## src/design/hcbp_ram.sv

```systemverilog
`timescale 1ns / 1ps
module hcbp_ram #(
  parameter int WIDTH = 8,
  parameter int DEPTH = 16
) (
  input  logic                     clk,
  input  logic                     we,
  input  logic [$clog2(DEPTH)-1:0] waddr,
  input  logic [WIDTH-1:0]         wdata,
  input  logic                     re,
  input  logic [$clog2(DEPTH)-1:0] raddr,
  output logic [WIDTH-1:0]         rdata
);

  logic [WIDTH-1:0] mem [DEPTH];

  always_ff @(posedge clk) begin
    if (we) begin
      mem[waddr] <= wdata;
    end
    if (re) begin
      rdata <= mem[raddr];
    end
  end

endmodule

```

## config.mk

```make
export PLATFORM = sky130hd
export DESIGN_NAME = hcbp_ram
export DESIGN_NICKNAME = d
export VERILOG_FILES = /design/src/design/hcbp_ram.sv
export SDC_FILE = /design/constraint.sdc
export NUM_CORES = 1
export LEC_CHECK = 0
export BUFFER_PORTS_ARGS = -buffer_cell sky130_fd_sc_hd__buf_4
export CAP_MARGIN = 20
export CORE_AREA = 4 4 99 101
export DETAILED_ROUTE_END_ITERATION = 12
export DIE_AREA = 0 0 103 105
export HOLD_SLACK_MARGIN = 0.03
export PLACE_DENSITY_LB_ADDON = 0.08
export RECOVER_POWER = 25
export SLEW_MARGIN = 5
export SYNTH_ARGS = -nofsm -noshare
export SYNTH_HDL_FRONTEND = slang
export SYNTH_SLANG_ARGS = --single-unit
```

## constraint.sdc

```tcl
create_clock -name clk -period 3.85 [get_ports clk]
set_input_delay 0.77 -clock clk [delete_from_list [all_inputs] [get_ports clk]]
set_output_delay 0.77 -clock clk [all_outputs]
set_load 0.1 [all_outputs]
```

# == Word-level counts from Yosys, hierarchy flattened ==
# Memories as Yosys holds them, arrays and structs flattened. A register that Yosys moved wholly into a read port is not among the register bits.
# Index checks and enable logic that the tools add are counted.
# totals
output_inout_bits,8
memories,1
reg_bits,0
mem_bits_rw,128
# classes
mux,2
# memory_table
name,words,word_bits,rd,rd_ports_with_merged_regs,wr,line,rtl
mem,16,8,1,1,1,15,logic [WIDTH-1:0] mem [DEPTH];
# op_table
cell,count
$mux W1,2

# == Depth between registers and ports, before layout ==
# Gate-level depths: netlist of run 1.
# logic_depth
depth_word,2
mapped_depth,5
mapped_depth_nobuf,3

# == Worst setup path before layout of run 1 ==
# OpenSTA, ideal clock, no wires.
# synth_path
kind,input-to-reg
start,input waddr[2]
end,"memory mem[0][0], enable pin"
t_required_ps,3467
arrival_time_ps,1880
setup_slack_ps,1587
path_buffers,0
path_stages,2
cell_sequence,or3b_2 > nor3_1
# synth_rtl
element,line,rtl
"start, declared",8,"input logic [$clog2(DEPTH)-1:0] waddr,"
"end, declared",15,
# No word-level cell before the write port.

==> results of run 1 <==
==> layout by cell type (no fill, tap or decap), types with 2 or more instances in the layout <==
cell type / Yosys / routed
sky130_fd_sc_hd__clkbuf_16: 0 / 16
sky130_fd_sc_hd__clkinv_2: 0 / 2
sky130_fd_sc_hd__a22oi_1: 16 / 16
sky130_fd_sc_hd__nand2b_1: 2 / 2
sky130_fd_sc_hd__bufinv_16: 0 / 4
sky130_fd_sc_hd__buf_4: 1 / 23
sky130_fd_sc_hd__nor2_1: 13 / 13
sky130_fd_sc_hd__clkbuf_1: 0 / 8
sky130_fd_sc_hd__nor3_1: 4 / 3
sky130_fd_sc_hd__clkinv_1: 0 / 2
sky130_fd_sc_hd__clkinvlp_4: 0 / 3
sky130_fd_sc_hd__mux4_1: 14 / 14
sky130_fd_sc_hd__mux4_2: 18 / 18
sky130_fd_sc_hd__edfxtp_1: 136 / 136
sky130_fd_sc_hd__nand2_1: 9 / 9
sky130_fd_sc_hd__nand3b_1: 2 / 2
==> worst reg2reg max path: stages (launching register included) <==
cell and delay (ns):
sky130_fd_sc_hd__edfxtp_1 0.36, sky130_fd_sc_hd__mux4_1 0.57, sky130_fd_sc_hd__a22oi_1 0.22, sky130_fd_sc_hd__nand2_1 0.08
==> where the power goes <==
group	leakage, uW	internal (uW)	switching, uW
Clock	0.000283	1050	565
Combinational	0.000490	64.5	134
Sequential	0.00124	1670	9.57
==> through the flow <==
step	cells	instance area, sq um	setup slack [ns]	utilization, %	hold WS (ns)
2_1_floorplan	229	5230	1.59	-	0.705
3_3_place_gp	359	5500	1.31	61.0	0.724
3_5_place_dp	359	5500	1.33	61.0	0.740
4_1_cts	391	6100	1.85	67.6	0.554
5_1_grt	391	6080	1.72	67.4	0.571
6_report	391	6080	1.84	67.4	0.588
==> cell families after synthesis <==
group | Yosys count | share of synthesized area (%)
AOI/OAI and AO/OA | 16 | 2.30
buffers and inverters | 10 | 1.65
muxes | 32 | 14.8
and+or+nand+nor | 35 | 3.14
DFF | 136 | 78.1
==> metal layers <==
layer	GRT usage, %	up-vias	routed length, microns	share of wire (%)
li1	-	1055	-	-
met2	28.8	87	4500	48
met5	0	-	0	0
met3	4.27	12	589	6.3
met1	28.3	1204	4180	44
met4	6.94	0	116	1.2
==> cell type report <==
cell class	count	area, sq um	area share, %
clock inverters	13	178	2.92
repair buffers	29	195	3.21
flip-flops and latches	136	4080	67.2
clock buffers	19	422	6.94
multi-input cells	83	1060	17.5
well taps	111	139	2.28
==> worst paths after layout <==
path | end | slack (ns) | depth (start not counted)
max | rdata[1] | 1.84 | 4
min | mem[6][2] | 0.59 | 1
max reg2reg | rdata[1] | 2.38 | 3
min reg2reg | rdata[3] | 0.75 | 3
==> sequential cells by signal, summed over array words and instances (netlist names) <==
register  flops
mem         128
rdata         8
==> impl.org, run 1 <==
** Run status
- Outcome :: finished, final reports clean

** Power
- VDD IR max :: 335 uV
- Power spread over the standard cell area amounts to 574 nW/um^2.
- Power, Total :: 3490 uW
- Summed over all cells, the static leakage comes to 0.00201 uW.

** Critical path
- Critical path, cell by cell :: buf_4 > mux4_1 > a22oi_1 > nand2_1
- Arrival time worst endpoint :: about 2.3 ns
- The most critical setup path has its startpoint at raddr[0].
- The slowest stage of the critical path is the sky130_fd_sc_hd__mux4_1 cell.
- Worst setup EP type :: register
- The startpoint identified for the worst register-to-register timing path is mem[5][1].
- Kind of start point of the critical path :: primary input
- The setup path with the least slack is of type primary input to register.
- On the worst path, the slowest cell contributes a delay of a little under 0.7 ns.
- Grouping stages by cell kind, the critical path spends the most delay in multiplexers.
- Counting both buffers and inverters, the worst setup path holds a total of 1.
- WP data required :: 4.10 ns
- Maximum fanout along the worst path :: 32

** Placed design
- Detailed placement finished with a half-perimeter wire length of 5.98 mm.
- Port buffering added 26 buffers.
- The congestion estimate from routability-driven global placement came to 0.730.

** STA
- Total of endpoints with negative setup slack in the final report :: 0
- Normalized max-slew margin :: 39.9%
- For this run, the top clock speed supported by timing is between 0.4 and 0.5 GHz.
- Number of failing hold endpoints at the final stage :: 0
- RSZ-0062 raised after global routing :: no
- Pins over their slew limit :: 0
- Share of the cycle needed by the critical path after routing :: 52.2%
- Final sum of negative setup slack :: 0 ns
- For the finished layout, the period the worst path requires is roughly 2 ns.
- Final clock skew :: 0.00568 ns
- At the pin with the least slew margin, the transition time is 0.898 ns.

** Logic synthesis
- The share of synthesized area in the top cell type comes to 78.1%.
- Counting flops with an async set or reset pin after synthesis yields a share of 0%.
- Main flop type after synthesis :: sky130_fd_sc_hd__edfxtp_1
- After synthesis, the most frequently instantiated cells are sky130_fd_sc_hd__edfxtp_1 (136), sky130_fd_sc_hd__mux4_2 (18), sky130_fd_sc_hd__a22oi_1 (16).
- When the netlist entered floorplanning its net count stood at 248.
- Part of the Yosys area used for sequential elements :: 78.1%
- Synthesis-stage register bit count :: roughly 140
- Of all cell types, the one taking the most synthesized area is sky130_fd_sc_hd__edfxtp_1.
- Averaged over all synthesized cells, the footprint is 22.8 sq um.
- Post-synthesis instance area :: 5230 sq um
- Counting distinct cell types in the post-synthesis netlist gives 18.
- The Yosys step of the flow raised 0 warnings.
- Synthesis produced around 230 cells.
- Cell types occupying the most area after synthesis :: sky130_fd_sc_hd__edfxtp_1 (78%), sky130_fd_sc_hd__mux4_2 (7.8%), sky130_fd_sc_hd__mux4_1 (7.0%)
- Number of synthesized flops with an enable pin :: between 100 and 150
- Most repeated cell in the gate-level netlist after synthesis :: sky130_fd_sc_hd__edfxtp_1

** GRT
- Global-route wire length before repair :: approximately 15 mm
- Global routing finished with a remaining overflow of 0.
- Vias in the first global route :: 2544
- Entering global routing, the biggest net connects 33 pins.
- Global routing consumed, over all layers together, slightly below 20% of the routing resources.
- Number of antenna violations at the first check in global routing :: 0

** Floorplanning
- Area enclosed by the die boundary :: 10800 sq um
- Once the floorplan was initialized, standard cells occupied between 50% and 60% of the core.
- The region available for standard cell placement spans ~9000 sq um.
- Die Width :: 103 microns
- DIE HEIGHT :: 105 microns
- Ports :: 27
- The floorplan has 35 rows.

** Cells and area
- After filler insertion, the fill cell instance count of the layout stands at 584.
- Cells with a size suffix above 1 make up 25.4% of the layout.
- For this run, the post-layout net count is 286.
- 0 antenna diodes ended up in the layout.
- Synthesis-to-layout area growth :: 16.3%

** Clock tree
- Clock Tree Buf Depth :: 2
- CTS saw 136 sinks.
- TritonCTS clock tree :: done
- In this run the clock root is driven by a sky130_fd_sc_hd__clkbuf_8.
- Number of buffers inserted to repair setup after CTS :: 0
- Number of buffers created by CTS :: 17
- Once the clock tree was built, the resizer swapped 0 gates to a different size.
- The H-tree generated during clock tree synthesis spans 4 levels.
- Clock latency on the worst-skew pair :: 0.50 ns
- Number of buffers added to fix hold violations after cts :: 0
- Clock-pin slew was measured on the worst setup and hold paths at 0.06 ns.

** Routing
- The first detailed-routing pass ran for 4 iterations.
- Number of DRC violations after detailed-routing iteration 0 :: 159
- For this run, design rule violations remaining after detail routing come to 0.
- Count of vias placed by the detailed router :: 2358
- The routed design has 9.39 mm of wire.
- The count of nets left with antenna violations once routing finished came out at 0.
- Vias/cell :: 6.03
- In the final routed layout, each cell accounts on average for 24.0 microns.

** Hold path
- Critical hold path startpoint :: wdata[2]
- Type of the most critical hold path :: primary input to register

** Run
- Max-cap check violation count :: 0
Power figures use the tool's default switching activity.
==> run 2: changes to the inputs <==
- CORE_AREA: 4 4 99 101 -> 4 4 104 106
- DIE_AREA: 0 0 103 105 -> 0 0 108 110
- clock period: 3.85 -> 1.7 ns (I/O delays scaled with it)
==> run 2 against run 1 <==
  * Worst hold slack worse by 0.44 ns
  * Sequential share of layout area is 2.9 points lower
  * Setup slack worse by 1.7 ns
  * Die area is 9.8% higher
  * Global-route usage is 0.98 points lower
  * Highest routed layer unchanged
  * Register-to-register slack worse by 2.2 ns
  * Clock power is 120% higher
  * Critical endpoint is now rdata[3]
  * First-iteration DRC count is 1.9% higher
  * Flip-flop and latch count stayed put
  * Core utilization is 2.4 points lower
  * Clock skew is 0.0023 ns higher
==> impl.org, run 2 (same netlist as run 1, synthesis figures left out) <==
** Run status
- Outcome :: finished, final reports clean

** STA
- Normalized max-slew margin :: between 50% and 60%
- Number of failing hold endpoints at the final stage :: 0
- Share of the cycle needed by the critical path after routing :: approximately nine tenths
- Setup repair after global routing left no endpoint under its margin.
- Time the final worst path needs with I/O delays and setup :: around 1.5 ns
- Maximum clock frequency :: 0.652 GHz
- Between clock sinks in the finished design, the worst skew comes to ~0.0079 ns.
- Pins over their slew limit :: 0
- Setup violations remaining at the end of the flow were counted as 0.
- Final sum of negative setup slack :: 0 ns
- Least-Margin Pin Slew :: 0.703 ns

** Power
- Combinational cells account for 6.4% of the total power.
- P per Cell Area :: 1230 nW/um^2
- Across the VDD grid, the largest voltage drop is approximately 730 uV.
- In this run switching power makes up roughly a fifth of total power.
- Internal Pwr Total :: 6180 uW
- Sequential group share of total power :: between 40% and 50%
- In this run the power spent charging and discharging nets is approximately 1600 uW.
- Portion of total power attributed to the clock network :: 44.8%
- Cell leakage power :: between 0.002 and 0.0025 uW

** Critical path
- Maximum fanout along the worst path :: 1
- CP delay by family, top :: flip-flops
- On the worst path, the slowest cell contributes a delay of 0.38 ns.
- Library cell contributing the largest single delay on the critical path :: sky130_fd_sc_hd__edfxtp_1
- The critical path in this run is classified as register to output pin.
- WP buf/inv :: 1
- Arrival time worst endpoint :: 1.19 ns
- The worst setup path is launched from a register.
- Worst setup EP type :: output pin
- For the worst setup path, the data required time is 1.36 ns.
- Critical path, cell by cell :: buf_4

** GRT
- Entering global routing, the biggest net connects 17 pins.
- The number of global-route vias before repair was between 2k and 3k.
- The first global-routing pass estimated between 15 and 20 mm of wire.
- In the global route stage, overall resource usage came out at 18.3%.
- For this run the aggregate overflow at the end of global routing stands at 0.
- Number of antenna violations at the first check in global routing :: 0

** Routing
- Using the TritonRoute via totals, the vias-per-cell ratio works out to 5.59.
- Number of DRC violations after detailed-routing iteration 0 :: 162
- First-pass DRT Iterations :: 5
- Count of antenna-violating nets left after detailed routing :: 0
- The detailed router placed 2471 vias in this run.
- After detailed routing, the total wire length is 9.74 mm.
- Dividing the detail-routed wire length by the instance count gives 22.0 microns.
- Remaining design rule violation count :: 0

** Clock tree
- Clock-pin slew was measured on the worst setup and hold paths at approximately 0.060 ns.
- CTS Root Buffer Type :: sky130_fd_sc_hd__clkbuf_8
- For this design, the CTS-stage hold fixing added 0 buffers.
- No sink is reached through more buffers than the 2 on the longest clock path.
- TritonCTS clock tree :: done
- Cells resized by post-CTS repair :: 0
- Clock latency on the worst-skew pair :: roughly 0.5 ns
- Number of buffers created by CTS :: 17
- In this run the post-CTS setup repair buffer count came out at 0.
- H-tree depth reported by CTS :: 4
- Clk sink count :: 136

** Cells and area
- Final core utilization :: about two thirds
- Relative to the synthesized area, the layout overhead comes to 21.6%.
- The largest registers in the layout are mem x128, rdata x8.
- Commonest cells after routing, fill and taps aside :: sky130_fd_sc_hd__edfxtp_1 (136), sky130_fd_sc_hd__buf_4 (45), sky130_fd_sc_hd__mux4_2 (18)
- Total of fill cells in the finished design :: 658
- Register with the highest flop count :: mem
- Final Net Count :: between 300 and 400
- In the final layout, the share of cells above drive strength 1 is between 30% and 40%.
- Most frequent standard cell in the layout excluding fill and tap cells :: sky130_fd_sc_hd__edfxtp_1
- Number of flip-flops under the largest register name :: 128
- Count of inserted antenna diode cells :: 0

** Placed design
- Routability cong. :: 0.753
- After legalization and detailed placement, the total HPWL measured around 6.6 mm.
- Input and output buffers added on the ports amount to 26.

** Floorplanning
- Placeable core area :: 9770 sq um
- Initial standard-cell utilization of the core :: 53.5%
- Measured along the x axis, the die boundary spans between 100 and 150 microns.
- # rows :: 36
- From bottom edge to top edge, the die measures between 100 and 150 microns.
- The floorplan step defined a die boundary enclosing between 10000 and 15000 sq um.
- Ports :: 27

** Hold path
- Type of the most critical hold path :: primary input to register

** Run
- Max-cap check violation count :: 0
run 2: area by class of cell:
type	instances	area [sq um]	area share, %
multi-input cells	83	1060	16.7
clock inverters	13	154	2.42
well taps	133	166	2.62
repair buffers	58	468	7.36
clock buffers	19	422	6.63
flip-flops and latches	136	4080	64.3
run 2: metal layers:
layer	vias to the layer above	track usage (%)	wire (microns)
met5	-	0	0
met4	0	5.68	50
li1	1118	-	-
met2	62	28.5	4800
met3	4	4.54	340
met1	1287	26.1	4550
run 2: worst register-to-register path, delay by kind of cell, from the launching register on:
| kind | cells | cell delay, ns |
|---|---|---|
| AO/OA/AOI/OAI | 1 | 0.28 |
| multiplexers | 1 | 0.51 |
| flip-flops | 1 | 0.36 |
| AND/OR/NAND/NOR | 1 | 0.08 |
run 2: worst paths after layout:
check             startpoint  endpoint  slack, ns  cells after the start
hold reg to reg   mem[12][2]  rdata[2]       0.76                      3
setup reg to reg   mem[1][2]  rdata[2]       0.22                      3
setup / recovery    rdata[3]  rdata[3]       0.17                      1
hold / removal            re  rdata[6]       0.15                      1
run 2: through the flow:
stage	total power [uW]	area (sq um)	instances	worst slack, ns	hold WS [ns]
floorplan	4170	5230	229	0.0776	0.439
global placement	4380	5810	410	-0.154	0.642
detailed placement	4390	5810	410	-0.147	0.656
CTS	7880	6390	442	0.128	0.120
global route	8080	6360	442	0.122	0.138
finish	7800	6360	442	0.166	0.152
run 2: power groups by stage:
stage	sequential, uW	combinational [uW]	clock [uW]
global route	3800	539	3730
detailed placement	3870	516	0
global placement	3870	511	0
floorplan	3980	191	0
CTS	3800	518	3570
finish	3800	503	3500
