**src/design/hcbp_pkg.sv**
```systemverilog
`timescale 1ns / 1ps
package hcbp_pkg;

  localparam int MaxCodeLenDefault = 32;
  localparam int SymbolCountDefault = 256;

  localparam int ActionW = 2;
  localparam int SymbolW = 8;
  localparam int CodeWordW = 32;
  localparam int CodeLenW = 6;
  localparam int ByteW = 8;
  localparam int PendW = 7;
  localparam int PendCntW = 3;
  localparam int AccW = CodeWordW + ByteW;
  localparam int AccCntW = 7;
  localparam int EntryW = CodeWordW + CodeLenW;

  localparam logic [ActionW-1:0] ActLoad = 2'd0;
  localparam logic [ActionW-1:0] ActEncode = 2'd1;
  localparam logic [ActionW-1:0] ActFlush = 2'd2;

  typedef struct packed {
    logic [CodeWordW-1:0] word;
    logic [CodeLenW-1:0]  len;
  } code_entry_t;

  typedef struct packed {
    logic enc_start;
    logic flush_start;
  } pack_cmd_t;

  typedef struct packed {
    logic busy;
  } pack_stat_t;

  typedef enum logic [1:0] {
    CtrlIdle,
    CtrlLookup,
    CtrlWait
  } ctrl_state_t;

endpackage

```
**src/design/hcbp_ifs.sv**
```systemverilog


interface hcbp_out_if;
  import hcbp_pkg::*;

  logic             valid;
  logic             ready;
  logic [ByteW-1:0] packed_byte;
  logic             padded;
  logic             last_of_run;

  modport source (output valid, packed_byte, padded, last_of_run, input ready);
  modport sink (input valid, packed_byte, padded, last_of_run, output ready);
endinterface

```
**src/design/hcbp_packer.sv**
```systemverilog
`timescale 1ns / 1ps
module hcbp_packer (
  input  logic                        clk,
  input  logic                        rst,
  input  hcbp_pkg::pack_cmd_t         cmd,
  input  logic [hcbp_pkg::EntryW-1:0] entry_bits,
  output hcbp_pkg::pack_stat_t        stat,
  hcbp_out_if.source                  result
);
  import hcbp_pkg::*;

  code_entry_t entry;
  logic busy;
  logic flush_mode;
  logic [AccW-1:0] acc;
  logic [AccCntW-1:0] cnt;
  logic [PendW-1:0] pend;
  logic [PendCntW-1:0] pcount;
  logic [AccW-1:0] code_left;
  logic [AccW-1:0] pend_left;
  logic emit_ok;
  logic slot_free;
  logic emit;

  assign entry = entry_bits;
  assign stat.busy = busy;
  assign code_left = {entry.word, {ByteW{1'b0}}} << (CodeLenW'(CodeWordW) - entry.len);
  assign pend_left = {pend, {(AccW - PendW){1'b0}}};
  assign emit_ok = (cnt >= AccCntW'(ByteW)) || (flush_mode && (cnt != '0));
  assign slot_free = !result.valid || result.ready;
  assign emit = busy && !cmd.enc_start && !cmd.flush_start && emit_ok && slot_free;

  always_ff @(posedge clk) begin
    if (rst) begin
      busy <= 1'b0;
      flush_mode <= 1'b0;
      cnt <= '0;
      pend <= '0;
      pcount <= '0;
      result.valid <= 1'b0;
    end else begin
      if (emit) begin
        result.valid <= 1'b1;
      end else if (result.valid && result.ready) begin
        result.valid <= 1'b0;
      end
      if (cmd.enc_start) begin
        acc <= pend_left | (code_left >> pcount);
        cnt <= AccCntW'(pcount) + AccCntW'(entry.len);
        flush_mode <= 1'b0;
        busy <= 1'b1;
      end else if (cmd.flush_start) begin
        acc <= pend_left;
        cnt <= AccCntW'(pcount);
        flush_mode <= 1'b1;
        busy <= 1'b1;
      end else if (busy) begin
        if (emit_ok) begin
          if (slot_free) begin
            result.packed_byte <= acc[AccW-1 -: ByteW];
            result.padded <= flush_mode;
            result.last_of_run <= flush_mode || (cnt < AccCntW'(2 * ByteW));
            acc <= acc << ByteW;
            cnt <= flush_mode ? '0 : cnt - AccCntW'(ByteW);
          end
        end else begin
          busy <= 1'b0;
          pend <= flush_mode ? '0 : acc[AccW-1 -: PendW];
          pcount <= flush_mode ? '0 : cnt[PendCntW-1:0];
        end
      end
    end
  end

endmodule

```
**src/flat_wrapper.sv**
```systemverilog
// flat-port wrapper written by rule: the top's interface ports become plain ports
module hcbp_packer_flat import hcbp_pkg::*;
  (clk, rst, cmd, entry_bits, stat, result_valid, result_packed_byte, result_padded, result_last_of_run, result_ready);
  hcbp_out_if result_i ();
  input  logic clk;
  input  logic rst;
  input  hcbp_pkg::pack_cmd_t cmd;
  input  logic [hcbp_pkg::EntryW-1:0] entry_bits;
  output hcbp_pkg::pack_stat_t stat;
  output wire logic [$bits(result_i.valid)-1:0] result_valid;
  output wire logic [$bits(result_i.packed_byte)-1:0] result_packed_byte;
  output wire logic [$bits(result_i.padded)-1:0] result_padded;
  output wire logic [$bits(result_i.last_of_run)-1:0] result_last_of_run;
  input wire logic [$bits(result_i.ready)-1:0] result_ready;
  assign result_valid = result_i.valid;
  assign result_packed_byte = result_i.packed_byte;
  assign result_padded = result_i.padded;
  assign result_last_of_run = result_i.last_of_run;
  assign result_i.ready = result_ready;
  hcbp_packer u_core (.clk(clk), .rst(rst), .cmd(cmd), .entry_bits(entry_bits), .stat(stat), .result(result_i));
endmodule
```
**config.mk**
```make
export PLATFORM = sky130hd
export DESIGN_NAME = hcbp_packer_flat
export DESIGN_NICKNAME = d
export VERILOG_FILES = /design/src/design/hcbp_pkg.sv /design/src/design/hcbp_ifs.sv /design/src/design/hcbp_packer.sv /design/src/flat_wrapper.sv
export SDC_FILE = /design/constraint.sdc
export NUM_CORES = 1
export LEC_CHECK = 0
export BUFFER_PORTS_ARGS = -buffer_cell sky130_fd_sc_hd__clkbuf_2
export CORE_AREA = 2 2 97 99
export CTS_CLUSTER_SIZE = 14
export DETAILED_ROUTE_END_ITERATION = 8
export DIE_AREA = 0 0 99 101
export PLACE_DENSITY = 0.88
export SYNTH_ARGS = -nofsm -noshare
export SYNTH_HDL_FRONTEND = slang
export SYNTH_SLANG_ARGS = --single-unit
```
**constraint.sdc**
```tcl
create_clock -name clk -period 8.25 [get_ports clk]
set_clock_uncertainty 0.05 [all_clocks]
set_input_delay 0.825 -clock clk [delete_from_list [all_inputs] [get_ports clk]]
set_output_delay 0.825 -clock clk [all_outputs]
set_load 0.05 [all_outputs]
```
# After elaboration in Yosys (flattened, before gate mapping)
# Index checks and enable logic that the tools add are counted.
# Widths: inputs -> output; s select.
dict set report op_classes {
  addsub 3
  magnitude_cmp 2
  shifts 2
  muxes 19
  bitwise_logic 5
  reduce_logical 22
}
# cell count
set op_table {}
lappend op_table {{$mux 40} 5}
lappend op_table {{$mux 7} 7}
lappend op_table {{$or 40x40->40} 1}
lappend op_table {{$shl 40x6->40} 1}
lappend op_table {{$shr 40x3->40} 1}
lappend op_table {{$reduce_bool 3->1} 3}
lappend op_table {{$reduce_and 4->1} 2}
lappend op_table {{$add 3x6->7} 1}
lappend op_table {{$ge 7x4->1 const B} 1}
lappend op_table {{$lt 7x5->1 const B} 1}
lappend op_table {{$reduce_bool 7->1} 1}
lappend op_table {{$sub 7x4->7 const B} 1}
lappend op_table {{$logic_and 1x1->1} 6}
lappend op_table {{$mux 1} 6}
lappend op_table {{$reduce_and 6->1} 1}
lappend op_table {{$sub 6x6->6 const A} 1}
lappend op_table {{$not 1->1} 4}
lappend op_table {{$logic_not 1->1} 3}
lappend op_table {{$logic_or 1x1->1} 3}
lappend op_table {{$mux 3} 1}
lappend op_table {{$reduce_and 3->1} 1}
lappend op_table {{$reduce_bool 2->1} 1}
lappend op_table {{$reduce_or 2->1} 1}
dict set report totals {
  regBits 70
  input_bits 43
  out_inout_bits 12
  elab_cells 63
}

# Logic depth before layout (Yosys ltp)
dict set report depth {
  ltp_word 7
  depth_mapped 15
  mapped_depth_nobuf 10
}

# Worst setup path after synthesis
# No wires, ideal clock.
dict set report synth_path {
  path_kind {input-to-reg}
  start {input entry_bits[0] (netlist bit)}
  end {register u_core.acc[31] (data pin)}
  setup_ns 0.257
  arrival_ns 4.101
  t_required_ns 7.943
  setup_slack_ns 3.842
  path_stages 15
  path_buffers 5
  cell_sequence {buf_2 -> inv_1 -> buf_1 -> ha_1 -> buf_2 -> buf_2 -> buf_2 -> mux2i_1 -> mux2i_1 -> mux4_2 -> a22oi_1 -> nor2_1 -> a211oi_1 -> o21ai_0 -> a32o_1}
}
dict set report synth_between {
  elab_chain_cells 5
}
# item line
set synth_lines {}
lappend synth_lines {{start, declared} flat_wrapper.sv:8} ;# input logic [hcbp_pkg::EntryW-1:0] entry_bits;
lappend synth_lines {{$sub 6x6->6} hcbp_packer.sv:27} ;# assign code_left = {entry.word, {ByteW{1'b0}}} << (CodeLenW'(CodeWordW) - entry.len);
lappend synth_lines {{$shl 40x6->40} hcbp_packer.sv:27}
lappend synth_lines {{$shr 40x3->40} hcbp_packer.sv:48} ;# acc <= pend_left | (code_left >> pcount);
lappend synth_lines {{$or 40x40->40} hcbp_packer.sv:48}
lappend synth_lines {{$mux 40} hcbp_packer.sv:47} ;# if (cmd.enc_start) begin
lappend synth_lines {{end signal, assigned} hcbp_packer.sv:48}
lappend synth_lines {{end signal, assigned} hcbp_packer.sv:53} ;# acc <= pend_left;
lappend synth_lines {{end signal, assigned} hcbp_packer.sv:63} ;# acc <= acc << ByteW;
lappend synth_lines {{end, declared} hcbp_packer.sv:15} ;# logic [AccW-1:0] acc;
# Every way passes these cells.
# A chain may end at the register's enable or synchronous reset.

# Worst setup path in the final report
# Ends and elaborated chain as after synthesis.

==> flow_summary.json <==
{
  "status": "completed",
  "end_kind": "register",
  "syn-instance-count": 602,
  "die_h_um": 101,
  "synth_top_family_by_area": "multiplexers",
  "start_util": 0.643,
  "rsz0062_at_grt": "no",
  "htree_levels": 3,
  "drt_iter0_drc": 426,
  "final.period_utilization": 0.678,
  "synth_compound_area_frac": 0.202,
  "crit_chain": "clkbuf_2, inv_1, ha_2, mux2i_1, nor3_1, or3_1, o21ai_0, o21ai_1, a211oi_1, o21ai_0, a32o_1",
  "hold_start": "u_core.acc[32]$_DFFE_PP_",
  "setup-tns-final_ns": 0,
  "slew_viol_final": 0,
  "power.total_mw": 1.03,
  "post-cts-setup-buffer-count": 0,
  "antenna_found_initial": 0,
  "r2r_slack_ns": 5.09,
  "via_count": 5229,
  "ys_ff_latch": 69,
  "gp_congestion": 0.976,
  "via_per_inst": 7.08,
  "finalHoldViolCount": 0,
  "drc_errors": 0,
  "crit_top_cell": "o21ai_0",
  "critPathTopFamily": "compound AO/OA/AOI/OAI gates",
  "overflow": 0,
  "ios": 55,
  "ys.flop_type": "edfxtp_1",
  "max-cap-violations": 0,
  "finalWirelength_um": 16000,
  "diodes": 0,
  "yosys_warnings": 0,
  "post-dp-hpwl_um": 11700,
  "syn_nets": 652,
  "insertion_delay_ns": 0.36,
  "irDropWorstVdd_mv": 0.0759,
  "synthMuxAreaShare": 0.247,
  "die_w_um": 99,
  "track_usage": 0.328,
  "avgSynthCellArea_sq_um": 9.59,
  "ys_seq_area_frac": 0.324,
  "powerDensity_mw_per_mm2": 165,
  "grt_first_pass_wirelength_um": 25800,
  "criticalPathCategory": "in2reg",
  "final_antenna_net_count": 0,
  "worst-path-buf-inv": 2,
  "dieArea_sq_mm": 0.0100,
  "wire_per_inst_um": 21.7,
  "dr.pass1.iters": 6,
  "cts_tree": "yes",
  "whs_path_depth": 0,
  "leakage_nw": 2.42,
  "cts_resized": 0,
  "setup_viol": 0,
  "clkSinkCount": 69,
  "cts_root_buf": "clkbuf_8",
  "path_clk_slew_ns": 0.07,
  "grt_pass1_vias": 4925,
  "fillCellCount": 688,
  "synthArstFlopShare": 0,
  "hp-class": "reg2reg",
  "fin_nets": 673,
  "cts_hold_buf": 0,
  "final_util": 0.697,
  "ys_types": 68,
  "crit_fanout": 43,
  "critPathMaxStageDelay_ns": 1.20,
  "clk_path_buf_depth": 2,
  "grt_max_degree": 44,
  "crit_path_start_kind": "primary input",
  "coreArea_sq_mm": 0.00898,
  "relSlewSlack": 0.276,
  "synth_simple_gate_area_frac": 0.151,
  "post-route-min-period_ns": 5.59,
  "cts_buffers": 9,
  "netlist_area_sq_mm": 0.00577,
  "port_buffers": 54,
  "tightest_slew_ns": 1.08,
  "worstPathArrival_ns": 5.64,
  "area_growth_pct": 8.30,
  "max_freq_ghz": 0.179,
  "rr_worst_depth": 6,
  "yosys.area_share.adder": 0.0165,
  "synthXorXnorAreaFrac": 0.0121,
  "cp.required_ns": 8.30,
  "slowest_stage": "ha_2",
  "r2r_end": "u_core.acc[32]$_DFFE_PP_",
  "r2r_start": "u_core.flush_mode$_SDFFE_PN0P_",
  "synth_edf_count": 49,
  "drive_gt1_frac": 0.226,
  "rows": 35,
  "hold_end": "u_core.result.packed_byte[0]$_DFFE_PP_"
}
==> sequential cells by signal (all words and copies together) (netlist names) <==
name	flops
u_core.acc	39
u_core.result.packed_byte	8
u_core.cnt	7
u_core.pend	7
u_core.pcount	3
u_core.flush_mode	1
u_core.result.last_of_run	1
u_core.result.padded	1
u_core.result.valid	1
u_core.stat	1
==> layer usage <==
layer  up-vias  share of wire  global-route usage
met3        34          0.078              0.0603
met4         0          0.024               0.109
li1       2380              -                   -
met2       285           0.50               0.568
met1      2530           0.39               0.418
met5         -              0                   0
==> worst reg2reg max path, cell delays in order (launching register included) <==
cell	delay, ns
dfxtp_1	0.60
inv_1	0.15
a31o_2	0.26
nand2_1	0.09
nand2_1	0.10
o21ai_1	0.55
nor2b_4	0.97
==> cells in the mapped netlist, drive strengths merged, types with 4 or more instances <==
cell	count	area [sq um]
nor2	69	267
nand2	62	233
mux2i	60	601
edfxtp	49	1470
a21oi	31	155
mux4	28	631
o21ai	26	134
buf	24	131
clkbuf	24	90.1
dfxtp	20	400
nor3	20	110
mux2	17	195
o221ai	16	159
inv	12	45.1
a22oi	11	82.6
o22ai	11	68.8
nor3b	10	75.1
a211oi	8	60.1
a21o	6	45.0
ha	6	75.1
nand3	6	30.0
a221o	5	50.1
a221oi	5	50.0
a31oi	5	31.3
xnor2	5	43.8
a211o	4	35.0
a22o	4	35.0
a2bb2oi	4	35.0
o211ai	4	30.0
or2	4	25.0
==> layout make-up <==
type | count | area, sq um | share of cell area
Inverter | 13 | 48.8 | 0.00780
Tap cell | 111 | 139 | 0.0222
Clock inverter | 6 | 88.8 | 0.0142
Timing Repair Buffer | 58 | 300 | 0.0480
Clock buffer | 10 | 128 | 0.0204
Multi-Input combinational cell | 472 | 3680 | 0.588
Sequential cell | 69 | 1870 | 0.299
==> report_power, final <==
group	internal [mW]	switching [mW]
registers	0.396	0.0103
logic	0.128	0.192
clock network	0.170	0.135
total	0.695	0.337
==> placed cells by master (no fill, tap or decap), types with 3 or more instances in the layout <==
cell and instances:
nor3b_1 10, ha_1 5, nor3_1 18, a22o_1 4, or2_2 3, a31oi_1 5, inv_1 10, o21ai_0 20
a22oi_1 11, edfxtp_1 49, nor2_1 65, a32o_1 3, a211oi_1 8, o2bb2ai_1 3, o211ai_1 4, o221ai_2 3
nand3_1 6, a2bb2oi_1 4, o21ai_1 5, clkbuf_2 54, xnor2_1 5, clkbuf_8 9, and3_1 3, a211o_1 4
o22ai_1 11, mux2_2 16, a221o_1 5, dfxtp_1 20, mux4_2 28, buf_4 4, a21o_1 6, nor2_2 4
nand2_1 62, a221oi_1 4, a21oi_1 31, mux2i_1 60, a32oi_1 3, o221ai_1 13
==> cell families after synthesis <==
kind of cell	after synthesis
AND/OR/NAND/NOR	190
AO/OA/AOI/OAI	162
multiplexers	105
flip-flops	69
buffers and inverters	61
XOR/XNOR	8
adder cells (fa/ha/maj)	7
==> worst max-delay path by stage <==
stage                              from                       end  slack, ns  cells after the start
after floorplan           entry_bits[0]  u_core.acc[31]$_DFFE_PP_       3.84                     15
after global placement    entry_bits[0]  u_core.acc[31]$_DFFE_PP_       2.61                     11
after detailed placement  entry_bits[0]  u_core.acc[31]$_DFFE_PP_       2.42                     11
after CTS                 entry_bits[0]  u_core.acc[31]$_DFFE_PP_       2.79                     11
after global routing      entry_bits[0]  u_core.acc[31]$_DFFE_PP_       2.33                     11
final                     entry_bits[0]  u_core.acc[31]$_DFFE_PP_       2.66                     11
==> stage by stage <==
| stage | instance area, sq um | setup WS, ns | instances | hold WS, ns |
|---|---|---|---|---|
| floorplan | 5770 | 3.84 | 602 | 0.350 |
| global placement | 6040 | 2.61 | 723 | 0.369 |
| detailed placement | 6040 | 2.42 | 723 | 0.379 |
| CTS | 6250 | 2.79 | 739 | 0.376 |
| global route | 6250 | 2.33 | 739 | 0.394 |
| finish | 6250 | 2.66 | 739 | 0.374 |
Power figures use the tool's default switching activity.
