## src/design/hcbp_pkg.sv

```systemverilog
`timescale 1ns / 1ps
package hcbp_pkg;

  localparam int MaxCodeLenDefault = 32;
  localparam int SymbolCountDefault = 256;

  localparam int ActionW = 2;
  localparam int SymbolW = 8;
  localparam int CodeWordW = 32;
  localparam int CodeLenW = 6;
  localparam int ByteW = 8;
  localparam int PendW = 7;
  localparam int PendCntW = 3;
  localparam int AccW = CodeWordW + ByteW;
  localparam int AccCntW = 7;
  localparam int EntryW = CodeWordW + CodeLenW;

  localparam logic [ActionW-1:0] ActLoad = 2'd0;
  localparam logic [ActionW-1:0] ActEncode = 2'd1;
  localparam logic [ActionW-1:0] ActFlush = 2'd2;

  typedef struct packed {
    logic [CodeWordW-1:0] word;
    logic [CodeLenW-1:0]  len;
  } code_entry_t;

  typedef struct packed {
    logic enc_start;
    logic flush_start;
  } pack_cmd_t;

  typedef struct packed {
    logic busy;
  } pack_stat_t;

  typedef enum logic [1:0] {
    CtrlIdle,
    CtrlLookup,
    CtrlWait
  } ctrl_state_t;

endpackage

```

## src/design/hcbp_ifs.sv

```systemverilog
`timescale 1ns / 1ps
interface hcbp_in_if;
  import hcbp_pkg::*;

  logic                 valid;
  logic                 ready;
  logic [ActionW-1:0]   action;
  logic [SymbolW-1:0]   symbol;
  logic [CodeWordW-1:0] code_word;
  logic [CodeLenW-1:0]  code_length;

  modport source (output valid, action, symbol, code_word, code_length, input ready);
  modport sink (input valid, action, symbol, code_word, code_length, output ready);
endinterface


```

## src/design/hcbp_ctrl.sv

```systemverilog
`timescale 1ns / 1ps
module hcbp_ctrl #(
  parameter int MAX_CODE_LEN = hcbp_pkg::MaxCodeLenDefault,
  parameter int SYMBOL_COUNT = hcbp_pkg::SymbolCountDefault
) (
  input  logic                            clk,
  input  logic                            rst,
  hcbp_in_if.sink                         request,
  output logic                            ram_we,
  output logic [$clog2(SYMBOL_COUNT)-1:0] ram_waddr,
  output logic [hcbp_pkg::EntryW-1:0]     ram_wdata,
  output logic                            ram_re,
  output logic [$clog2(SYMBOL_COUNT)-1:0] ram_raddr,
  output hcbp_pkg::pack_cmd_t             cmd,
  input  hcbp_pkg::pack_stat_t            stat
);
  import hcbp_pkg::*;

  localparam int AddrW = $clog2(SYMBOL_COUNT);
  localparam int LenLimitInt = (MAX_CODE_LEN < CodeWordW) ? MAX_CODE_LEN : CodeWordW;
  localparam logic [CodeLenW:0] LenLimit = (CodeLenW + 1)'(LenLimitInt);
  localparam logic [SymbolW:0] SymLimit = (SymbolW + 1)'(SYMBOL_COUNT);

  ctrl_state_t state, state_next;
  logic sym_ok;
  logic len_ok;
  logic [CodeWordW-1:0] word_mask;
  code_entry_t entry;

  assign sym_ok = {1'b0, request.symbol} < SymLimit;
  assign len_ok = {1'b0, request.code_length} <= LenLimit;
  assign word_mask = (request.code_length >= CodeLenW'(CodeWordW)) ? '1 :
                     ~({CodeWordW{1'b1}} << request.code_length);

  always_comb begin
    entry.word = request.code_word & word_mask;
    entry.len = request.code_length;
  end

  assign ram_wdata = entry;
  assign ram_waddr = request.symbol[AddrW-1:0];
  assign ram_raddr = request.symbol[AddrW-1:0];

  always_ff @(posedge clk) begin
    if (rst) begin
      state <= CtrlIdle;
    end else begin
      state <= state_next;
    end
  end

  always_comb begin
    state_next = state;
    request.ready = 1'b0;
    ram_we = 1'b0;
    ram_re = 1'b0;
    cmd = '0;
    unique case (state)
      CtrlIdle: begin
        request.ready = 1'b1;
        if (request.valid) begin
          unique case (request.action)
            ActLoad: begin
              ram_we = sym_ok && len_ok;
            end
            ActEncode: begin
              if (sym_ok) begin
                ram_re = 1'b1;
                state_next = CtrlLookup;
              end
            end
            ActFlush: begin
              cmd.flush_start = 1'b1;
              state_next = CtrlWait;
            end
            default: begin
            end
          endcase
        end
      end
      CtrlLookup: begin
        cmd.enc_start = 1'b1;
        state_next = CtrlWait;
      end
      CtrlWait: begin
        if (!stat.busy) begin
          state_next = CtrlIdle;
        end
      end
      default: begin
        state_next = CtrlIdle;
      end
    endcase
  end

endmodule

```

## src/flat_wrapper.sv

```systemverilog
// flat-port wrapper written by rule: the top's interface ports become plain ports
module hcbp_ctrl_flat import hcbp_pkg::*;
#(
  parameter int MAX_CODE_LEN = hcbp_pkg::MaxCodeLenDefault,
  parameter int SYMBOL_COUNT = hcbp_pkg::SymbolCountDefault
)
  (clk, rst, ram_we, ram_waddr, ram_wdata, ram_re, ram_raddr, cmd, stat, request_valid, request_action, request_symbol, request_code_word, request_code_length, request_ready);
  hcbp_in_if request_i ();
  input  logic clk;
  input  logic rst;
  output logic ram_we;
  output logic [$clog2(SYMBOL_COUNT)-1:0] ram_waddr;
  output logic [hcbp_pkg::EntryW-1:0] ram_wdata;
  output logic ram_re;
  output logic [$clog2(SYMBOL_COUNT)-1:0] ram_raddr;
  output hcbp_pkg::pack_cmd_t cmd;
  input  hcbp_pkg::pack_stat_t stat;
  input wire logic [$bits(request_i.valid)-1:0] request_valid;
  input wire logic [$bits(request_i.action)-1:0] request_action;
  input wire logic [$bits(request_i.symbol)-1:0] request_symbol;
  input wire logic [$bits(request_i.code_word)-1:0] request_code_word;
  input wire logic [$bits(request_i.code_length)-1:0] request_code_length;
  output wire logic [$bits(request_i.ready)-1:0] request_ready;
  assign request_i.valid = request_valid;
  assign request_i.action = request_action;
  assign request_i.symbol = request_symbol;
  assign request_i.code_word = request_code_word;
  assign request_i.code_length = request_code_length;
  assign request_ready = request_i.ready;
  hcbp_ctrl #(.MAX_CODE_LEN(MAX_CODE_LEN), .SYMBOL_COUNT(SYMBOL_COUNT)) u_core (.clk(clk), .rst(rst), .request(request_i), .ram_we(ram_we), .ram_waddr(ram_waddr), .ram_wdata(ram_wdata), .ram_re(ram_re), .ram_raddr(ram_raddr), .cmd(cmd), .stat(stat));
endmodule
```

## config.mk

```make
export PLATFORM = sky130hd
export DESIGN_NAME = hcbp_ctrl_flat
export DESIGN_NICKNAME = d
export VERILOG_FILES = /design/src/design/hcbp_pkg.sv /design/src/design/hcbp_ifs.sv /design/src/design/hcbp_ctrl.sv /design/src/flat_wrapper.sv
export SDC_FILE = /design/constraint.sdc
export NUM_CORES = 1
export LEC_CHECK = 0
export ABC_CLOCK_PERIOD_IN_PS = 900
export BUFFER_PORTS_ARGS = -buffer_cell sky130_fd_sc_hd__buf_2
export CORE_MARGIN = 1.5
export CORE_UTILIZATION = 31
export DETAILED_ROUTE_END_ITERATION = 16
export PLACE_DENSITY = 0.82
export SETUP_SLACK_MARGIN = 0.05
export SLEW_MARGIN = 20
export SYNTH_ARGS = -nofsm -noshare
export SYNTH_HDL_FRONTEND = slang
export SYNTH_SLANG_ARGS = --single-unit
```

## constraint.sdc

```tcl
create_clock -name clk -period 0.9 [get_ports clk]
set_input_delay 0.09 -clock clk [delete_from_list [all_inputs] [get_ports clk]]
set_output_delay 0.09 -clock clk [all_outputs]
set_load 0.02 [all_outputs]
```

# Yosys cells after proc, flatten, opt, wreduce, memory -nomap -nowiden
# Index checks and enable logic that the tools add are counted.
# word_totals
regBits	2
input_bits	52
output_inout_bits	59
wordCells	32
# classes
magnitude_cmp	2
n_eq_ne	7
shift	1
muxes	16
n_bitwise	2
n_reduce_logical	3
# op_table
cell	n
32-bit bitwise AND	1
32-bit two-way mux	1
32-bit inverter	1
32-bit by 6-bit << shifter with 32-bit output, first input constant	1
1-bit two-way mux	11
6-bit greater-or-equal comparator, second input constant	1
6-bit <= comparator, second input constant	1
2-bit one-hot mux with 3 select lines	1
2-bit by 1-bit == test with 1-bit output, second input constant	2
2-bit == test, second input constant	2
2-bit zero test	2
2-bit two-way mux	2
2-bit != test, second input constant	2
2-bit one-hot mux with 2 select lines	1
3-bit != test, second input constant	1
3-bit AND reduction	1

# Logic depth before layout (Yosys ltp)
# Gate-level depths: netlist of run 1.
# logic_depth
word_depth	4
mapped_depth	5
ltp_nobuf	5

# Least setup slack after synthesis of run 1
# No wires, ideal clock.
# synth_path
path_type	reg-to-output
from	reg u_core.state[0]
to	out ram_we
t_arrival_ns	1.188
t_required_ns	0.810
setup_slack_ns	-0.378
path_stages_with_launch	4
path_buffers	0
path_cell_list	dfxtp_1 > nor2_1 > nand3_1 > a21oi_1
# synth_between
elab_chain_len	2
# synth_lines
element	line_no	rtl
start: declaration	hcbp_ctrl.sv:24	ctrl_state_t state, state_next;
start signal: assignment	hcbp_ctrl.sv:46	state <= CtrlIdle;
start signal: assignment	hcbp_ctrl.sv:48	state <= state_next;
2-bit zero test	hcbp_ctrl.sv:58	unique case (state)
1-bit two-way mux	hcbp_ctrl.sv:58	
end: declaration	flat_wrapper.sv:11	output logic ram_we;
# No other way between the ends.

# Worst setup path in the final report of run 1
# Ends and elaborated chain as after synthesis.

==> results of run 1 <==
[cell usage after synthesis, drive strengths merged (3+ instances only)]
cell	number	share of area
inv	3	0.014
a21oi	7	0.044
nor2	11	0.055
nand2b	3	0.024
nor2b	7	0.055
ha	3	0.047
a21boi	12	0.11
nand2	5	0.024
buf	29	0.27
nand3	3	0.025
o21a	10	0.094
o21ai	6	0.042
[worst max-delay path, cell delays in order (launching register included)]
cell and delay [ps]:
dfxtp_2 320, nor2_4 160, nand3_2 110, a21oi_4 130, buf_6 130
[routing by layer]
layer  up-vias  wire, µm  GRT usage
met5         -         0          0
met3         6       222    0.04444
li1        568         -          -
met2        60      2184     0.5285
met4         0        67    0.04274
met1       555      1274     0.2043
[layout by cell type, fill, tap and decap left out, types with 4 or more instances in the layout]
cell type / count
buf_4: 21
a21boi_2: 11
buf_8: 5
nor2b_1: 4
a21oi_2: 5
buf_2: 49
buf_6: 33
o21a_1: 10
nor2_4: 6
buf_12: 10
[worst max-delay path by stage]
| stage | start | to | slack, ps | depth (start not counted) |
|---|---|---|---|---|
| 2_1_floorplan | u_core.state[1] | ram_we | -20 | 3 |
| 3_3_place_gp | request_code_length[1] | ram_we | -220 | 6 |
| 3_5_place_dp | request_code_length[1] | ram_we | -220 | 6 |
| 4_1_cts | u_core.state[0] | ram_we | -240 | 4 |
| 5_1_grt | u_core.state[0] | ram_we | -300 | 4 |
| 6_report | u_core.state[0] | ram_we | -260 | 4 |
[power breakdown]
part,switching (mW),total (mW),internal (mW)
sequential,0.00488,0.100,0.0954
clock,0.0496,0.197,0.147
combinational,0.527,1.10,0.571
[area by class of cell]
type                    instances  area [µm²]  area share
repair buffers                118        1050      0.5273
multi-input cells              82       827.0      0.4155
flip-flops and latches          2       42.54     0.02137
well taps                      30       37.54     0.01886
clock buffers                   3       22.52     0.01131
inverters                       3       11.26    0.005657
[kinds of logic after synthesis]
kind of cell,Yosys count
AO/OA/AOI/OAI,41
AND/OR/NAND/NOR,38
buffers and inverters,32
adder cells (fa/ha/maj),3
flip-flops,2
[timing repair]
item	in CTS	in global routing
hold buffers	0	0
endpoints found under the setup margin	37	34
pin swaps	24	17
gates resized for setup	109	46
buffers inserted	7	0
endpoints found under the hold margin	0	0
==> impl_metrics.env, run 1 <==
export IMPL_utilization=0.8109
export IMPL_relSlewSlack=0.8509
export IMPL_htreeDepth=1
export IMPL_hold_viol_final=0
export IMPL_cts_sinks=2
export IMPL_cts_buffer_depth=2
export IMPL_r2r_start="u_core.state[0]"
export IMPL_tightest_slew_ps=223.7
export IMPL_min_path_type="input pin to flip-flop"
export IMPL_grt_usage=0.2356
export IMPL_hold_worst_slack_ps=48.30
export IMPL_vias=1189
export IMPL_cts_root_buf="clkbuf_4"
export IMPL_cap_violations=0
export IMPL_avgSynthCellArea_um2=6.860
export IMPL_drc=0
export IMPL_num_rows=18
export IMPL_min_period_ps=1159
export IMPL_hpwlAfterDp_mm=2.312
export IMPL_yosysSeqAreaShare=0.05031
export IMPL_grt_pass1_vias=1162
export IMPL_yosys_cell_types_count=30
export IMPL_place_area_um2=1325
export IMPL_synth_edf_count=0
export IMPL_antenna_left=0
export IMPL_top_regs="u_core.state (2)"
export IMPL_syn_num_nets=171
export IMPL_die_x_um=53.67
export IMPL_dp_cells=228
export IMPL_async_flop_share=0
export IMPL_worstSetupPathType="flip-flop to primary output"
export IMPL_worstSetupStartpointType="flip-flop"
export IMPL_initial_utilization=0.3242
export IMPL_place_congestion=0.7593
export IMPL_layout_nets=265
export IMPL_synth_compound_area_frac=0.3553
export IMPL_synth_top_family_by_area="compound AO/OA/AOI/OAI gates"
export IMPL_synthToLayoutAreaGrowth_pct=150.2
export IMPL_rr_worst_depth=4
export IMPL_grt_first_pass_wirelength_mm=4.974
export IMPL_synth_simple_gate_area_share=0.2673
export IMPL_core_area_um2=2455
export IMPL_worstReg2RegEnd="u_core.state[1]"
export IMPL_synthCells=116
export IMPL_worstPathRequired_ps=810
export IMPL_die_h_um=53.67
export IMPL_synth_xor_xnor_area_share=0
export IMPL_clk_latency_ps=220
export IMPL_drt_first_iter_violations=3
export IMPL_min_from="rst"
export IMPL_fin_skew_ps=1.971
export IMPL_peakVddDrop_uv=1045
export IMPL_largest_reg_flops=2
export IMPL_rsz0062_at_grt="yes"
export IMPL_synth_seq_cells=2
export IMPL_fmax_mhz=862.9
export IMPL_viasPerCell=4.996
export IMPL_cts_tree="yes"
export IMPL_post_place_ws_ps=-218.3
export IMPL_detail_route_wl_per_cell_um=15.75
export IMPL_dr_pass1_iters=2
export IMPL_ys_warn_count=0
export IMPL_slew_violations=0
export IMPL_cp_max_fo=5
export IMPL_whs_endpoint="u_core.state[0]"
export IMPL_path_clk_slew_ps=30
export IMPL_setup_ws_ps=-258.9
export IMPL_io_pins=111
export IMPL_grt_max_degree=10
export IMPL_power_mw=1.395
export IMPL_p_leak_nw=0.9148
export IMPL_setup_viol=26
export IMPL_portBuffers=86
export IMPL_routed_wl_mm=3.748
export IMPL_critPathCaptureType="primary output"
export IMPL_antenna_found_initial=0
export IMPL_synth_area_um2=795.8
export IMPL_fin_crit_sh=1.288
export IMPL_synthMuxAreaShare=0
export IMPL_fillCellCount=160
export IMPL_violations="negative setup slack"
export IMPL_die_area_um2=2880
export IMPL_design_area_um2=1991
export IMPL_synth_adder_area_share=0.04717
export IMPL_tns_ps=-2063
export IMPL_instances_no_fill=238
export IMPL_min_path_cells=2
export IMPL_arrival_ps=1070
export IMPL_status="finished, violations left"
export IMPL_regMostFlops="u_core.state"
export IMPL_drive_gt1_frac=0.8269
export IMPL_n_antenna_cell=0
export IMPL_ys_flop_type="dfxtp_1"
export IMPL_power_density_nw_per_um2=700.7
export IMPL_reg2reg_slack_ps=0
export IMPL_cts_made_buffers=3
export IMPL_gr_total_overflow=0
No activity file was read; power rests on OpenSTA's default activity.
==> run 2, diff against run 1 <==
--- a/config.mk
+++ b/config.mk
@@ -11,6 +11,7 @@
 export CORE_UTILIZATION = 31
 export DETAILED_ROUTE_END_ITERATION = 16
 export PLACE_DENSITY = 0.82
+export RECOVER_POWER = 100
 export SETUP_SLACK_MARGIN = 0.05
 export SLEW_MARGIN = 20
 export SYNTH_ARGS = -nofsm -noshare
==> impl_metrics.env, run 2 (synthesis gave the netlist of run 1 again) <==
export IMPL_status="finished, violations left"
export IMPL_violations="negative setup slack"
export IMPL_cts_hold_buf=0
export IMPL_initial_utilization=0.3242
export IMPL_grt_first_pass_wirelength_mm=4.974
export IMPL_drive_gt1_frac=0.7837
export IMPL_cap_violations=0
export IMPL_worstSetupStartpointType="flip-flop"
export IMPL_cts_tree="yes"
export IMPL_fillCellCount=174
export IMPL_clockPowerShare=0.144
export IMPL_place_area_um2=1325
export IMPL_synthToLayoutAreaGrowth_pct=144.3
export IMPL_arrival_ps=1070
export IMPL_num_rows=18
export IMPL_cts_made_buffers=3
export IMPL_worstSetupPathType="flip-flop to primary output"
export IMPL_fmax_mhz=862.7
export IMPL_cts_buffer_depth=2
export IMPL_clk_latency_ps=220
export IMPL_vias=1190
export IMPL_design_area_um2=1944
export IMPL_routed_wl_mm=3.742
export IMPL_die_area_um2=2880
export IMPL_htreeDepth=1
export IMPL_combPwrFrac=0.783
export IMPL_grt_usage=0.2356
export IMPL_slew_violations=0
export IMPL_die_x_um=53.67
export IMPL_core_area_um2=2455
export IMPL_worstPathRequired_ps=810
export IMPL_n_antenna_cell=0
export IMPL_regMostFlops="u_core.state"
export IMPL_fin_crit_sh=1.288
export IMPL_p_int_uw=792.3
export IMPL_hpwlAfterDp_mm=2.312
export IMPL_peakVddDrop_uv=1042
export IMPL_setup_viol=27
export IMPL_power_density_nw_per_um2=703.4
export IMPL_rsz0062_at_grt="yes"
export IMPL_critPathCaptureType="primary output"
export IMPL_min_path_type="input pin to flip-flop"
export IMPL_dr_pass1_iters=2
export IMPL_cts_sinks=2
export IMPL_io_pins=111
export IMPL_utilization=0.7920
export IMPL_largest_reg_flops=2
export IMPL_top_regs="u_core.state (2)"
export IMPL_portBuffers=86
export IMPL_viasPerCell=5.000
export IMPL_min_period_ps=1159
export IMPL_drc=0
export IMPL_tightest_slew_ps=274.0
export IMPL_antenna_found_initial=0
export IMPL_switching_share=0.4207
export IMPL_p_switching_uw=575.4
export IMPL_cts_root_buf="clkbuf_4"
export IMPL_p_leak_nw=0.8859
export IMPL_setup_ws_ps=-259.1
export IMPL_grt_max_degree=10
export IMPL_gr_total_overflow=0
export IMPL_hold_viol_final=0
export IMPL_power_frac_seq=0.073
export IMPL_place_congestion=0.7593
export IMPL_path_clk_slew_ps=30
export IMPL_layout_common_cells="buf_2, buf_6, buf_4"
export IMPL_layout_nets=265
export IMPL_die_h_um=53.67
export IMPL_detail_route_wl_per_cell_um=15.72
export IMPL_cp_max_fo=5
export IMPL_antenna_left=0
export IMPL_layout_commonest_cell="buf_2"
export IMPL_grt_pass1_vias=1162
export IMPL_fin_skew_ps=1.971
export IMPL_drt_first_iter_violations=1
export IMPL_relSlewSlack=0.8181
==> run 2: cell count changes in the layout (fill, tap and decap cells not counted), sizes merged <==
cell,change
buf,-10
clkbuf,+10
==> run 2: cell type report <==
type	instances	area (µm²)	share of cell area
inverter	3	11.26	0.005792
multi-input combinational	82	817.0	0.4202
sequential	2	42.54	0.02188
timing repair buffer	118	1013	0.5212
tap	30	37.54	0.01931
clock buffer	3	22.52	0.01158
==> run 2: worst max-delay path, cell delays in order (launching register included) <==
cell and delay [ps]:
dfxtp_2 320, nor2_4 160, nand3_2 110, a21oi_4 130, buf_6 130
==> run 2: metal layers <==
metal / track usage / wire [µm] / vias up
met4: 0.04274 / 69 / 0
li1: - / - / 566
met5: 0 / 0 / -
met1: 0.2043 / 1245 / 557
met3: 0.04444 / 223 / 6
met2: 0.5285 / 2203 / 61
==> run 2: metrics by stage <==
step	cells	power (mW)	setup WS, ps	hold WS, ps	TNS (ps)
floorplan	116	0.6204	-20.36	154.5	-64.10
global route	238	1.443	-300.5	50.59	-2859
finish	238	1.368	-259.1	48.30	-2071
CTS	238	1.260	-238.6	42.90	-1605
detailed placement	228	0.8289	-218.3	180.2	-2821
global placement	228	0.8200	-215.6	180.2	-2477
==> run 2: path summary, 6_finish.rpt <==
path / start / slack (ps) / cells after the start / endpoint
worst max-delay path: u_core.state[0] / -260 / 4 / ram_we
worst min register to register: u_core.state[0] / 670 / 3 / u_core.state[1]
worst min-delay path: rst / 50 / 2 / u_core.state[0]
worst max register to register: u_core.state[0] / 0 / 4 / u_core.state[1]
==> run 2: power by group through the flow <==
stage | Clock, mW | Sequential [mW] | Combinational, mW
finish | 0.197 | 0.100 | 1.07
global route | 0.208 | 0.101 | 1.13
CTS | 0.194 | 0.100 | 0.966
detailed placement | 0 | 0.101 | 0.728
global placement | 0 | 0.101 | 0.719
floorplan | 0 | 0.102 | 0.518
==> run 2: what timing repair did <==
item / in CTS / in global routing
setup endpoints to repair: 37 / 34
buffers inserted: 7 / 0
resized for setup: 109 / 46
pin swaps: 24 / 17
